File: src/hdl/sfl_pkg.sv
`timescale 1ns / 1ps
// sfl_pkg: shared types and constants of the segment free list.
// No dependencies; every other file of the block but sfl_link_ram imports it.

package sfl_pkg;

	localparam int SEG_IDX_W = 6;
	localparam int LEN_W     = 32;

	// Cookie that a valid segment header carries; its low COOKIE_WIDTH bits are compared.
	localparam logic [31:0] HDR_COOKIE = 32'h00BA_AB00;

	typedef enum logic {
		OP_ADD    = 1'b0,
		OP_REMOVE = 1'b1
	} sfl_op_t;

	typedef struct packed {
		logic                 accepted;
		logic                 list_empty;
		logic [SEG_IDX_W-1:0] head_entry;
	} sfl_result_t;

endpackage

File: src/hdl/sfl_if.sv
`timescale 1ns / 1ps
// sfl_if: request and result channels of the segment free list, valid/ready.
// Depends on sfl_pkg for the field widths.

interface sfl_req_if import sfl_pkg::*; #(
	parameter int COOKIE_WIDTH = 24
) ();
	logic                    valid;
	logic                    ready;
	logic                    operation;
	logic [SEG_IDX_W-1:0]    segment_index;
	logic [LEN_W-1:0]        segment_length;
	logic [COOKIE_WIDTH-1:0] header_cookie;

	modport source (output valid, operation, segment_index, segment_length, header_cookie,
		input ready);
	modport sink (input valid, operation, segment_index, segment_length, header_cookie,
		output ready);
endinterface

interface sfl_rsp_if import sfl_pkg::*; ();
	logic                 valid;
	logic                 ready;
	logic                 accepted;
	logic                 list_empty;
	logic [SEG_IDX_W-1:0] head_entry;

	modport source (output valid, accepted, list_empty, head_entry, input ready);
	modport sink (input valid, accepted, list_empty, head_entry, output ready);
endinterface

File: src/hdl/sfl_link_ram.sv
`timescale 1ns / 1ps
// sfl_link_ram: one-write one-read synchronous RAM for the link words.
// Read data is registered; no dependencies.

module sfl_link_ram #(
	parameter int  DEPTH = 64,
	parameter int  WIDTH = 7,
	localparam int AW    = $clog2(DEPTH)
) (
	input  logic             clk,
	input  logic             we,
	input  logic [AW-1:0]    waddr,
	input  logic [WIDTH-1:0] wdata,
	input  logic [AW-1:0]    raddr,
	output logic [WIDTH-1:0] rdata
);

	logic [WIDTH-1:0] mem_q [DEPTH];

	always_ff @(posedge clk) begin
		if (we) begin
			mem_q[waddr] <= wdata;
		end
	end

	always_ff @(posedge clk) begin
		rdata <= mem_q[raddr];
	end

endmodule

File: src/hdl/sfl_seq.sv
`timescale 1ns / 1ps
// sfl_seq: sequencer of the free list: head register, list walk, link updates,
// and the clearing pass after reset. Depends on sfl_pkg; drives two sfl_link_ram.

module sfl_seq import sfl_pkg::*; #(
	parameter int  ENTRIES = 64,
	localparam int IW      = $clog2(ENTRIES),
	localparam int LW      = $clog2(ENTRIES + 1)
) (
	input  logic          clk,
	input  logic          arst_n,
	input  logic          start,
	input  logic          start_op,
	input  logic          start_ok,
	input  logic [IW-1:0] start_idx,
	output logic          busy,
	input  logic          slot_free,
	output logic          done,
	output sfl_result_t   result,
	// next-link RAM, word = {free mark, link}
	output logic          nxt_we,
	output logic [IW-1:0] nxt_waddr,
	output logic [LW:0]   nxt_wdata,
	output logic [IW-1:0] nxt_raddr,
	input  logic [LW:0]   nxt_rdata,
	// prev-link RAM
	output logic          prv_we,
	output logic [IW-1:0] prv_waddr,
	output logic [LW-1:0] prv_wdata,
	output logic [IW-1:0] prv_raddr,
	input  logic [LW-1:0] prv_rdata
);

	localparam logic [LW-1:0] NULL_LINK = LW'(ENTRIES);
	localparam logic [IW-1:0] LAST_IDX  = IW'(ENTRIES - 1);

	typedef enum logic [9:0] {
		ST_CLEAR    = 10'b00_0000_0001,
		ST_IDLE     = 10'b00_0000_0010,
		ST_DISPATCH = 10'b00_0000_0100,
		ST_ADD_LINK = 10'b00_0000_1000,
		ST_ADD_HEAD = 10'b00_0001_0000,
		ST_WALK     = 10'b00_0010_0000,
		ST_UNL_RD   = 10'b00_0100_0000,
		ST_UNL_WR   = 10'b00_1000_0000,
		ST_UNL_CLR  = 10'b01_0000_0000,
		ST_DONE     = 10'b10_0000_0000
	} seq_state_t;

	seq_state_t    state_q, state_d;
	logic [IW-1:0] head_q, head_d;
	logic          head_valid_q, head_valid_d;
	logic          acc_q, acc_d;
	logic          is_head_q, is_head_d;
	logic          first_q, first_d;
	logic [LW-1:0] cnt_q, cnt_d;
	logic [IW-1:0] clr_q, clr_d;
	logic [IW-1:0] s_q;
	logic          op_q;
	logic          ok_q;

	logic [LW-1:0] walk_t;
	logic [LW-1:0] link_p;
	logic [LW-1:0] link_n;

	function automatic logic is_entry(input logic [LW-1:0] v);
		return v < NULL_LINK;
	endfunction

	assign walk_t = first_q ? LW'(head_q) : nxt_rdata[LW-1:0];
	assign link_p = prv_rdata;
	assign link_n = nxt_rdata[LW-1:0];

	always_comb begin
		state_d      = state_q;
		head_d       = head_q;
		head_valid_d = head_valid_q;
		acc_d        = acc_q;
		is_head_d    = is_head_q;
		first_d      = first_q;
		cnt_d        = cnt_q;
		clr_d        = clr_q;
		done         = 1'b0;
		nxt_we       = 1'b0;
		nxt_waddr    = s_q;
		nxt_wdata    = {1'b0, NULL_LINK};
		nxt_raddr    = s_q;
		prv_we       = 1'b0;
		prv_waddr    = s_q;
		prv_wdata    = NULL_LINK;
		prv_raddr    = s_q;

		case (state_q)
			ST_CLEAR: begin
				nxt_we    = 1'b1;
				nxt_waddr = clr_q;
				prv_we    = 1'b1;
				prv_waddr = clr_q;
				if (clr_q == LAST_IDX) begin
					state_d = ST_IDLE;
				end else begin
					clr_d = clr_q + IW'(1);
				end
			end
			ST_IDLE: begin
				if (start) begin
					state_d = ST_DISPATCH;
				end
			end
			ST_DISPATCH: begin
				if (!ok_q) begin
					acc_d   = 1'b0;
					state_d = ST_DONE;
				end else if (op_q == OP_ADD) begin
					state_d = ST_ADD_LINK;
				end else if (!head_valid_q) begin
					acc_d   = 1'b0;
					state_d = ST_DONE;
				end else if (head_q == s_q) begin
					is_head_d = 1'b1;
					state_d   = ST_UNL_RD;
				end else begin
					first_d = 1'b1;
					cnt_d   = '0;
					state_d = ST_WALK;
				end
			end
			ST_ADD_LINK: begin
				nxt_we    = 1'b1;
				nxt_wdata = {1'b1, head_valid_q ? LW'(head_q) : NULL_LINK};
				if (head_valid_q) begin
					prv_we    = 1'b1;
					prv_waddr = head_q;
					prv_wdata = LW'(s_q);
				end
				state_d = ST_ADD_HEAD;
			end
			ST_ADD_HEAD: begin
				// separate cycle: prev[s] must land after prev[head] for a duplicate add
				prv_we       = 1'b1;
				head_d       = s_q;
				head_valid_d = 1'b1;
				acc_d        = 1'b1;
				state_d      = ST_DONE;
			end
			ST_WALK: begin
				// one link per cycle: the next address comes straight from read data
				nxt_raddr = walk_t[IW-1:0];
				if (cnt_q == NULL_LINK || !is_entry(walk_t)) begin
					acc_d   = 1'b0;
					state_d = ST_DONE;
				end else if (walk_t == LW'(s_q)) begin
					is_head_d = 1'b0;
					state_d   = ST_UNL_RD;
				end else begin
					cnt_d   = cnt_q + LW'(1);
					first_d = 1'b0;
				end
			end
			ST_UNL_RD: begin
				state_d = ST_UNL_WR;
			end
			ST_UNL_WR: begin
				if (is_head_q) begin
					if (is_entry(link_n)) begin
						head_d    = link_n[IW-1:0];
						prv_we    = 1'b1;
						prv_waddr = link_n[IW-1:0];
					end else begin
						head_d       = '0;
						head_valid_d = 1'b0;
					end
				end else begin
					if (is_entry(link_p)) begin
						nxt_we    = 1'b1;
						nxt_waddr = link_p[IW-1:0];
						nxt_wdata = {1'b1, link_n};
					end
					if (is_entry(link_n)) begin
						prv_we    = 1'b1;
						prv_waddr = link_n[IW-1:0];
						prv_wdata = link_p;
					end
				end
				state_d = ST_UNL_CLR;
			end
			ST_UNL_CLR: begin
				nxt_we  = 1'b1;
				prv_we  = 1'b1;
				acc_d   = 1'b1;
				state_d = ST_DONE;
			end
			ST_DONE: begin
				if (slot_free) begin
					done    = 1'b1;
					state_d = ST_IDLE;
				end
			end
			default: begin
				state_d = ST_IDLE;
			end
		endcase
	end

	assign busy = (state_q != ST_IDLE);

	assign result.accepted   = acc_q;
	assign result.list_empty = !head_valid_q;
	assign result.head_entry = head_valid_q ? SEG_IDX_W'(head_q) : '0;

	always_ff @(posedge clk or negedge arst_n) begin
		if (!arst_n) begin
			state_q      <= ST_CLEAR;
			head_q       <= '0;
			head_valid_q <= 1'b0;
			acc_q        <= 1'b0;
			is_head_q    <= 1'b0;
			first_q      <= 1'b0;
			cnt_q        <= '0;
			clr_q        <= '0;
		end else begin
			state_q      <= state_d;
			head_q       <= head_d;
			head_valid_q <= head_valid_d;
			acc_q        <= acc_d;
			is_head_q    <= is_head_d;
			first_q      <= first_d;
			cnt_q        <= cnt_d;
			clr_q        <= clr_d;
		end
	end

	always_ff @(posedge clk) begin
		if (start && state_q == ST_IDLE) begin
			s_q  <= start_idx;
			op_q <= start_op;
			ok_q <= start_ok;
		end
	end

endmodule

File: src/hdl/segment_free_list_unit.sv
`timescale 1ns / 1ps
// segment_free_list_unit: top level of the segment free list.
// Depends on sfl_pkg, sfl_if, sfl_link_ram and sfl_seq.

// The list lives in two link RAMs (next with free mark, prev) of ENTRIES words
// and a head register. After reset a clearing pass writes null links to every
// entry, during which req.ready stays low; cfg writes are taken at any time.
// Requests are handled one at a time, from the request transfer to the result
// appearing on rsp. A request that fails the index, header or length check,
// and a remove on an empty list, is rejected without touching the links; an
// add and a remove of the head need no walk, any other remove follows links
// from the head, and one that misses ends at the end of the list or after
// ENTRIES links. The walk is bounded by the registered read of the next-link
// RAM, one link per cycle. The result sits in an output register, so a new
// request is taken while the previous result waits for rsp.ready.

module segment_free_list_unit import sfl_pkg::*; #(
	parameter int ENTRIES      = 64,
	parameter int COOKIE_WIDTH = 24
) (
	input  logic              clk,
	input  logic              arst_n,
	input  logic              cfg_wr_en,
	input  logic [LEN_W-1:0]  cfg_wr_data,
	sfl_req_if.sink           req,
	sfl_rsp_if.source         rsp
);

	localparam int IW = $clog2(ENTRIES);
	localparam int LW = $clog2(ENTRIES + 1);

	logic [LEN_W-1:0] list_size_q;
	logic             rsp_valid_q;
	sfl_result_t      rsp_q;

	logic          start;
	logic          start_ok;
	logic          busy;
	logic          slot_free;
	logic          done;
	sfl_result_t   result;

	logic          nxt_we;
	logic [IW-1:0] nxt_waddr;
	logic [LW:0]   nxt_wdata;
	logic [IW-1:0] nxt_raddr;
	logic [LW:0]   nxt_rdata;
	logic          prv_we;
	logic [IW-1:0] prv_waddr;
	logic [LW-1:0] prv_wdata;
	logic [IW-1:0] prv_raddr;
	logic [LW-1:0] prv_rdata;

	always_ff @(posedge clk or negedge arst_n) begin
		if (!arst_n) begin
			list_size_q <= '0;
		end else if (cfg_wr_en) begin
			list_size_q <= cfg_wr_data;
		end
	end

	assign req.ready = !busy;
	assign start     = req.valid && req.ready;

	// index range, cookie and length checks
	assign start_ok = (32'(req.segment_index) < 32'(ENTRIES))
		&& (req.header_cookie == HDR_COOKIE[COOKIE_WIDTH-1:0])
		&& (req.segment_length == list_size_q);

	assign slot_free = !rsp_valid_q || rsp.ready;

	sfl_seq #(
		.ENTRIES (ENTRIES)
	) u_seq (
		.clk       (clk),
		.arst_n    (arst_n),
		.start     (start),
		.start_op  (req.operation),
		.start_ok  (start_ok),
		.start_idx (IW'(req.segment_index)),
		.busy      (busy),
		.slot_free (slot_free),
		.done      (done),
		.result    (result),
		.nxt_we    (nxt_we),
		.nxt_waddr (nxt_waddr),
		.nxt_wdata (nxt_wdata),
		.nxt_raddr (nxt_raddr),
		.nxt_rdata (nxt_rdata),
		.prv_we    (prv_we),
		.prv_waddr (prv_waddr),
		.prv_wdata (prv_wdata),
		.prv_raddr (prv_raddr),
		.prv_rdata (prv_rdata)
	);

	sfl_link_ram #(
		.DEPTH (ENTRIES),
		.WIDTH (LW + 1)
	) u_next_ram (
		.clk   (clk),
		.we    (nxt_we),
		.waddr (nxt_waddr),
		.wdata (nxt_wdata),
		.raddr (nxt_raddr),
		.rdata (nxt_rdata)
	);

	sfl_link_ram #(
		.DEPTH (ENTRIES),
		.WIDTH (LW)
	) u_prev_ram (
		.clk   (clk),
		.we    (prv_we),
		.waddr (prv_waddr),
		.wdata (prv_wdata),
		.raddr (prv_raddr),
		.rdata (prv_rdata)
	);

	always_ff @(posedge clk or negedge arst_n) begin
		if (!arst_n) begin
			rsp_valid_q <= 1'b0;
		end else if (done) begin
			rsp_valid_q <= 1'b1;
		end else if (rsp.ready) begin
			rsp_valid_q <= 1'b0;
		end
	end

	always_ff @(posedge clk) begin
		if (done) begin
			rsp_q <= result;
		end
	end

	assign rsp.valid      = rsp_valid_q;
	assign rsp.accepted   = rsp_q.accepted;
	assign rsp.list_empty = rsp_q.list_empty;
	assign rsp.head_entry = rsp_q.head_entry;

endmodule

File: src/flat_wrapper.sv
// flat-port wrapper written by rule: the top's interface ports become plain ports
module segment_free_list_unit_flat import sfl_pkg::*;
#(
	parameter int ENTRIES      = 64,
	parameter int COOKIE_WIDTH = 24
)
  (clk, arst_n, cfg_wr_en, cfg_wr_data, req_valid, req_operation, req_segment_index, req_segment_length, req_header_cookie, req_ready, rsp_valid, rsp_accepted, rsp_list_empty, rsp_head_entry, rsp_ready);
  sfl_req_if #(.COOKIE_WIDTH(COOKIE_WIDTH)) req_i ();
  sfl_rsp_if rsp_i ();
  input  logic clk;
  input  logic arst_n;
  input  logic cfg_wr_en;
  input  logic [LEN_W-1:0] cfg_wr_data;
  input wire logic [$bits(req_i.valid)-1:0] req_valid;
  input wire logic [$bits(req_i.operation)-1:0] req_operation;
  input wire logic [$bits(req_i.segment_index)-1:0] req_segment_index;
  input wire logic [$bits(req_i.segment_length)-1:0] req_segment_length;
  input wire logic [$bits(req_i.header_cookie)-1:0] req_header_cookie;
  output wire logic [$bits(req_i.ready)-1:0] req_ready;
  output wire logic [$bits(rsp_i.valid)-1:0] rsp_valid;
  output wire logic [$bits(rsp_i.accepted)-1:0] rsp_accepted;
  output wire logic [$bits(rsp_i.list_empty)-1:0] rsp_list_empty;
  output wire logic [$bits(rsp_i.head_entry)-1:0] rsp_head_entry;
  input wire logic [$bits(rsp_i.ready)-1:0] rsp_ready;
  assign req_i.valid = req_valid;
  assign req_i.operation = req_operation;
  assign req_i.segment_index = req_segment_index;
  assign req_i.segment_length = req_segment_length;
  assign req_i.header_cookie = req_header_cookie;
  assign req_ready = req_i.ready;
  assign rsp_valid = rsp_i.valid;
  assign rsp_accepted = rsp_i.accepted;
  assign rsp_list_empty = rsp_i.list_empty;
  assign rsp_head_entry = rsp_i.head_entry;
  assign rsp_i.ready = rsp_ready;
  segment_free_list_unit #(.ENTRIES(ENTRIES), .COOKIE_WIDTH(COOKIE_WIDTH)) u_core (.clk(clk), .arst_n(arst_n), .cfg_wr_en(cfg_wr_en), .cfg_wr_data(cfg_wr_data), .req(req_i), .rsp(rsp_i));
endmodule
File: config.mk
export PLATFORM = sky130hd
export DESIGN_NAME = segment_free_list_unit_flat
export DESIGN_NICKNAME = d
export VERILOG_FILES = /design/src/hdl/sfl_pkg.sv /design/src/hdl/sfl_if.sv /design/src/hdl/sfl_link_ram.sv /design/src/hdl/sfl_seq.sv /design/src/hdl/segment_free_list_unit.sv /design/src/flat_wrapper.sv
export SDC_FILE = /design/constraint.sdc
export NUM_CORES = 1
export LEC_CHECK = 0
export ABC_AREA = 0
export BUFFER_PORTS_ARGS = -buffer_cell sky130_fd_sc_hd__buf_2
export CAP_MARGIN = 20
export CORE_MARGIN = 1
export CORE_UTILIZATION = 50
export CTS_BUF_LIST = sky130_fd_sc_hd__clkbuf_8
export DETAILED_ROUTE_END_ITERATION = 6
export PLACE_DENSITY = 0.76
export SYNTH_ARGS = -nofsm -noshare
export SYNTH_HDL_FRONTEND = slang
export SYNTH_HIERARCHICAL = 1
export SYNTH_SLANG_ARGS = --single-unit
File: constraint.sdc
create_clock -name clk -period 4.2 [get_ports clk]
set_input_delay 0.84 -clock clk [delete_from_list [all_inputs] [get_ports clk]]
set_output_delay 0.84 -clock clk [all_outputs]
set_load 0.05 [all_outputs]
==> impl_metrics.toml, run 1 <==
[outcome]
status = "finished with violations"
violations = "design-rule violations"

[route]
first_iter_violations = 2697
via_per_inst = 6.087
route.detailed.drc = 1
routedWlPerCell_um = 25.47
route.antenna.remaining_nets = 0
vias = 21460
drt-total-wl_mm = 89.81
first_pass_iters = 7

[die]
io_pins = 110
die_h_um = 284.8
rows = 103
die-area_um2 = 81140
dieWidth_um = 284.8
coreArea_um2 = 79130
start_util_pct = 50.55

[job]
maxCapViolations = 0

[timing]
finalSetupTns_ns = 0
tightest_slew_ns = 0.9967
finalMaxSlewViolations = 0
fin_crit_sh_pct = 98.53
rsz0062_at_grt = "yes"
setup_viol = 0
finalHoldViolCount = 0
whs_ns = 0.1472
max_freq_mhz = 241.6
min_period_ns = 4.138
slew_headroom_pct = 33.30
setup_slack_ns = 0.06161
finalClockSkew_ns = 0.03229

[cts]
cts_tree = "done"
clock_path_buffers = 3
clk_latency_ns = 0.79
cts.sinks = 992
path_clk_slew_ns = 0.07
postCtsSetupBuffers = 0
htree_levels = 4
cts-root-buf = "clkbuf_8"
cts_buffers = 150

[critical_path]
critical-path-top-delay-family = "simple AND/OR/NAND/NOR gates"
rr_startpoint = "u_core/u_seq/state_q[1]"
cp.arrival_ns = 4.53
crit_buf_inv = 1
crit_chain = "nor4_4 > nand4_1 > nor3_1 > buf_4 > nor2_1 > nand2_1 > nand2_1 > nor2b_1 > nand3_1 > nor2_1"
crit_path_top_delay_cell = "nor2_1"
cp-startpoint = "u_core/u_seq/state_q[1]"
crit_type = "register to register"
cp_max_fo = 13
crit_path_end_kind = "register"
worst_setup_path_start_kind = "register"
required_ns = 4.59
critPathMaxStageDelay_ns = 0.71

[pwr]
power_per_cell_area_nw_per_um2 = 467.9
irDropWorstVdd_mv = 0.3189
leakagePower_nw = 15.25
power.total_mw = 21.01

[logic_synthesis]
syn_nets = 2226
postSynthCellCount = 2123
synth_warnings = 6
synth_area_um2 = 40000
avgSynthCellArea_um2 = 18.84

[cells_and_area]
drive_above_1_share_pct = 28.28
final_cells = 3526
finalNetCount = 2461
syn_to_final_growth_pct = 12.26
fill_cells = 5762
final_util_pct = 56.75
final_area_um2 = 44910
final_cell_mix = "edfxtp_1 (912), mux4_2 (221), nor2_1 (184), clkbuf_8 (159), buf_2 (109)"
final_common_cell = "edfxtp_1"

[placement]
gp_routability_congestion = 0.8861
pre_cts_slack_ns = 0.2179
hpwl_mm = 56.73
placed_area_um2 = 42050
dp_cells = 3256
port_buffers = 109

[worst_hold_path]
hp-class = "input pin to async pin"

[grt]
grt_max_degree = 97
grt_pass1_wl_mm = 136.5
overflow = 0
antenna_found_initial = 1
grt_pass1_vias = 21930
grt_use_total_pct = 22.44
==> final cells by class <==
cell class,count,area [µm²],share of cell area [%]
diodes,1,2.502,0.005572
clock buffers,159,2188,4.873
clock inverters,110,666.9,1.485
inverters,14,52.55,0.1170
multi-input cells,994,9977,22.22
flip-flops and latches,992,29320,65.29
well taps,1050,1314,2.926
repair buffers,206,1386,3.087
==> flip-flops by register name, summed over array words and instances (netlist names), 6 cells and up <==
name / flops
u_core/u_next_ram/rdata: 7
u_core/u_seq/cnt_q: 7
u_core/u_seq/state_q: 10
u_core/u_seq/clr_q: 6
u_core/u_seq/head_q: 6
u_core/u_prev_ram/mem_q: 448
u_core/u_prev_ram/rdata: 7
u_core/rsp.head_entry: 6
u_core/u_seq/prv_raddr: 6
u_core/u_next_ram/mem_q: 448
u_core/list_size_q: 32
==> what timing repair did <==
item	in CTS	in global routing
hold buffers	0	0
setup endpoints to repair	0	42
gates resized for setup	0	1
endpoints found under the hold margin	0	0
==> layer usage <==
layer	vias up	GRT usage (%)	wire length (µm)
li1	9065	-	-
met1	10980	31.49	35250
met2	1247	35.02	43250
met3	169	5.160	9031
met4	0	7.352	2284
met5	-	0	0
==> report_power, final <==
part	internal, mW	total, mW	switching [mW]	leakage [nW]
clock network	3.94	7.53	3.59	1.61
logic	0.915	2.43	1.51	3.93
registers	10.8	11.0	0.250	9.70
total	15.7	21.0	5.35	15.2
==> final timing paths <==
check                      slack (ns)  cells past startpoint                        endpoint
setup / recovery                 0.06                     10  u_core/u_next_ram/mem_q[46][3]
hold / removal                   0.15                      1          u_core/list_size_q[21]
setup reg to reg                 0.06                     10  u_core/u_next_ram/mem_q[46][3]
hold reg to reg                  0.46                      0             u_core/rsp.accepted
max in group asynchronous        3.06                      2         u_core/u_seq/state_q[0]
min in group clk                 0.26                      1       u_core/u_seq/prv_raddr[3]
No activity file was read; power rests on OpenSTA's default activity.
==> run 2: changes to the inputs <==
--- a/config.mk
+++ b/config.mk
@@ -14,3 +14,3 @@
 export DETAILED_ROUTE_END_ITERATION = 6
-export PLACE_DENSITY = 0.76
+export PLACE_DENSITY_LB_ADDON = 0.2
 export SYNTH_ARGS = -nofsm -noshare
==> constraint.sdc (replaced) <==
create_clock -name clk -period 4.2 [get_ports clk]
set_input_delay 0.63 -clock clk [delete_from_list [all_inputs] [get_ports clk]]
set_output_delay 0.63 -clock clk [all_outputs]
set_load 0.05 [all_outputs]
==> run 2 against run 1 <==
Effect of this change: the flow now finishes without violations; routed wire length increased by 3.3%; core utilization grew 0.98 points; worst setup slack improved by 0.23 ns; fmax grew 6.0%; largest power group unchanged; first-iteration DRC count down 28%.
==> impl_metrics.toml, run 2 (synthesis results as in run 1) <==
[placement]
gp_routability_congestion = 0.8503
dp_cells = 3291
hpwl_mm = 59.20
port_buffers = 109
placed_area_um2 = 42350
pre_cts_slack_ns = 0.4123

[cts]
ctsResizeCount = 0
path_clk_slew_ns = 0.06
clock_path_buffers = 3
cts-root-buf = "clkbuf_8"
cts_tree = "done"
postCtsSetupBuffers = 0
cts_buffers = 162
ctsHoldBuffers = 28
clk_latency_ns = 0.83
htree_levels = 4
cts.sinks = 992

[die]
rows = 103
die-area_um2 = 81140
start_util_pct = 50.55
dieWidth_um = 284.8
die_h_um = 284.8
io_pins = 110
coreArea_um2 = 79130

[route]
first_iter_violations = 1930
wl_met2_mm = 44.23
via_per_inst = 5.978
wl_met3_mm = 7.416
first_pass_iters = 5
route.antenna.remaining_nets = 0
vias = 21570
wl_met1_mm = 39.12
routedWlPerCell_um = 25.71
dr.max_layer_used = "met4"
route.detailed.drc = 0
drt-total-wl_mm = 92.78

[cells_and_area]
final_common_cell = "edfxtp_1"
fill_cells = 5971
final_cells = 3608
reg.largest.list = "u_core/u_next_ram/mem_q: 448 flops, u_core/u_prev_ram/mem_q: 448 flops, u_core/list_size_q: 32 flops"
final_area_um2 = 45680
final_cell_mix = "edfxtp_1 (912), mux4_2 (221), nor2_1 (185), clkbuf_8 (169), buf_4 (120)"
drive_above_1_share_pct = 29.10
final_util_pct = 57.73
syn_to_final_growth_pct = 14.19
finalNetCount = 2536

[timing]
finalClockSkew_ns = 0.05955
setup_viol = 0
max_freq_mhz = 256.2
slew_headroom_pct = 37.73
finalMaxSlewViolations = 0
fin_crit_sh_pct = 92.94
whs_ns = 0.06171
min_period_ns = 3.903
tightest_slew_ns = 0.9340
finalHoldViolCount = 0
setup_slack_ns = 0.2966
finalSetupTns_ns = 0
rsz0062_at_grt = "no"

[pwr]
power_per_cell_area_nw_per_um2 = 468.6
clockPowerShare_pct = 36.8
p_comb_share_pct = 11.6
p_int_mw = 15.84
p_sw_share_pct = 26.02
irDropWorstVdd_mv = 0.3232
power.total_mw = 21.41
p_switching_mw = 5.569
leakagePower_nw = 15.71
seqPwrFrac_pct = 51.6

[critical_path]
cp.arrival_ns = 4.36
crit_type = "register to register"
required_ns = 4.66
cp-startpoint = "u_core/u_seq/state_q[1]"
worst_setup_path_start_kind = "register"
crit_path_end_kind = "register"
rr_startpoint = "u_core/u_seq/state_q[1]"
cp_max_fo = 13

[grt]
grt_pass1_vias = 22290
grt_max_degree = 101
grt_use_total_pct = 23.33
grt_pass1_wl_mm = 140.5
antenna_found_initial = 1
overflow = 0

[outcome]
status = "completed"

[worst_hold_path]
hp-class = "input pin to register"
holdCritStartpoint = "cfg_wr_data[14]"

[job]
maxCapViolations = 0
[run 2: worst paths after layout]
kind	to	cells past startpoint	slack, ns
setup reg to reg	u_core/u_next_ram/mem_q[34][0]	11	0.30
hold / removal	u_core/list_size_q[14]	2	0.06
setup / recovery	u_core/u_next_ram/mem_q[34][0]	11	0.30
max in group asynchronous	u_core/u_seq/clr_q[5]	3	2.84
hold reg to reg	u_core/rsp.accepted	0	0.48
min in group asynchronous	u_core/list_size_q[26]	2	0.41
[run 2: routing by layer]
| metal | track usage, % | vias up |
|---|---|---|
| met1 | 33.56 | 11240 |
| met3 | 4.952 | 154 |
| met4 | 6.828 | 0 |
| met2 | 36.19 | 947 |
| li1 | - | 9226 |
| met5 | 0 | - |
[run 2: power by group through the flow]
stage / Clock (mW) / Combinational [mW] / Sequential, mW
final: 7.88 / 2.49 / 11.0
after global routing: 8.49 / 2.66 / 11.0
after CTS: 8.05 / 2.50 / 11.0
after detailed placement: 0 / 2.47 / 11.2
after global placement: 0 / 2.45 / 11.2
after floorplan: 0 / 1.82 / 11.1
[run 2: final cells by class]
cell class	count	area [µm²]	share of cell area (%)
Antenna cell	1	2.502	0.005478
Clock buffer	169	2326	5.092
Clock inverter	119	723.2	1.583
Inverter	14	52.55	0.1150
Multi-Input combinational cell	994	9975	21.84
Sequential cell	992	29320	64.19
Tap cell	1050	1314	2.876
Timing Repair Buffer	269	1967	4.306
[run 2: worst max-delay path, stage by stage (launching register included)]
cell and delay [ns]:
dfrtp_1 0.47, nor4_4 0.39, nand4_1 0.15, buf_4 0.21
nor3_1 0.20, buf_4 0.23, nor2_1 0.11, nand2_1 0.09
nand2_1 0.15, nor2b_1 0.28, nand2_1 0.50, nor2_1 0.75
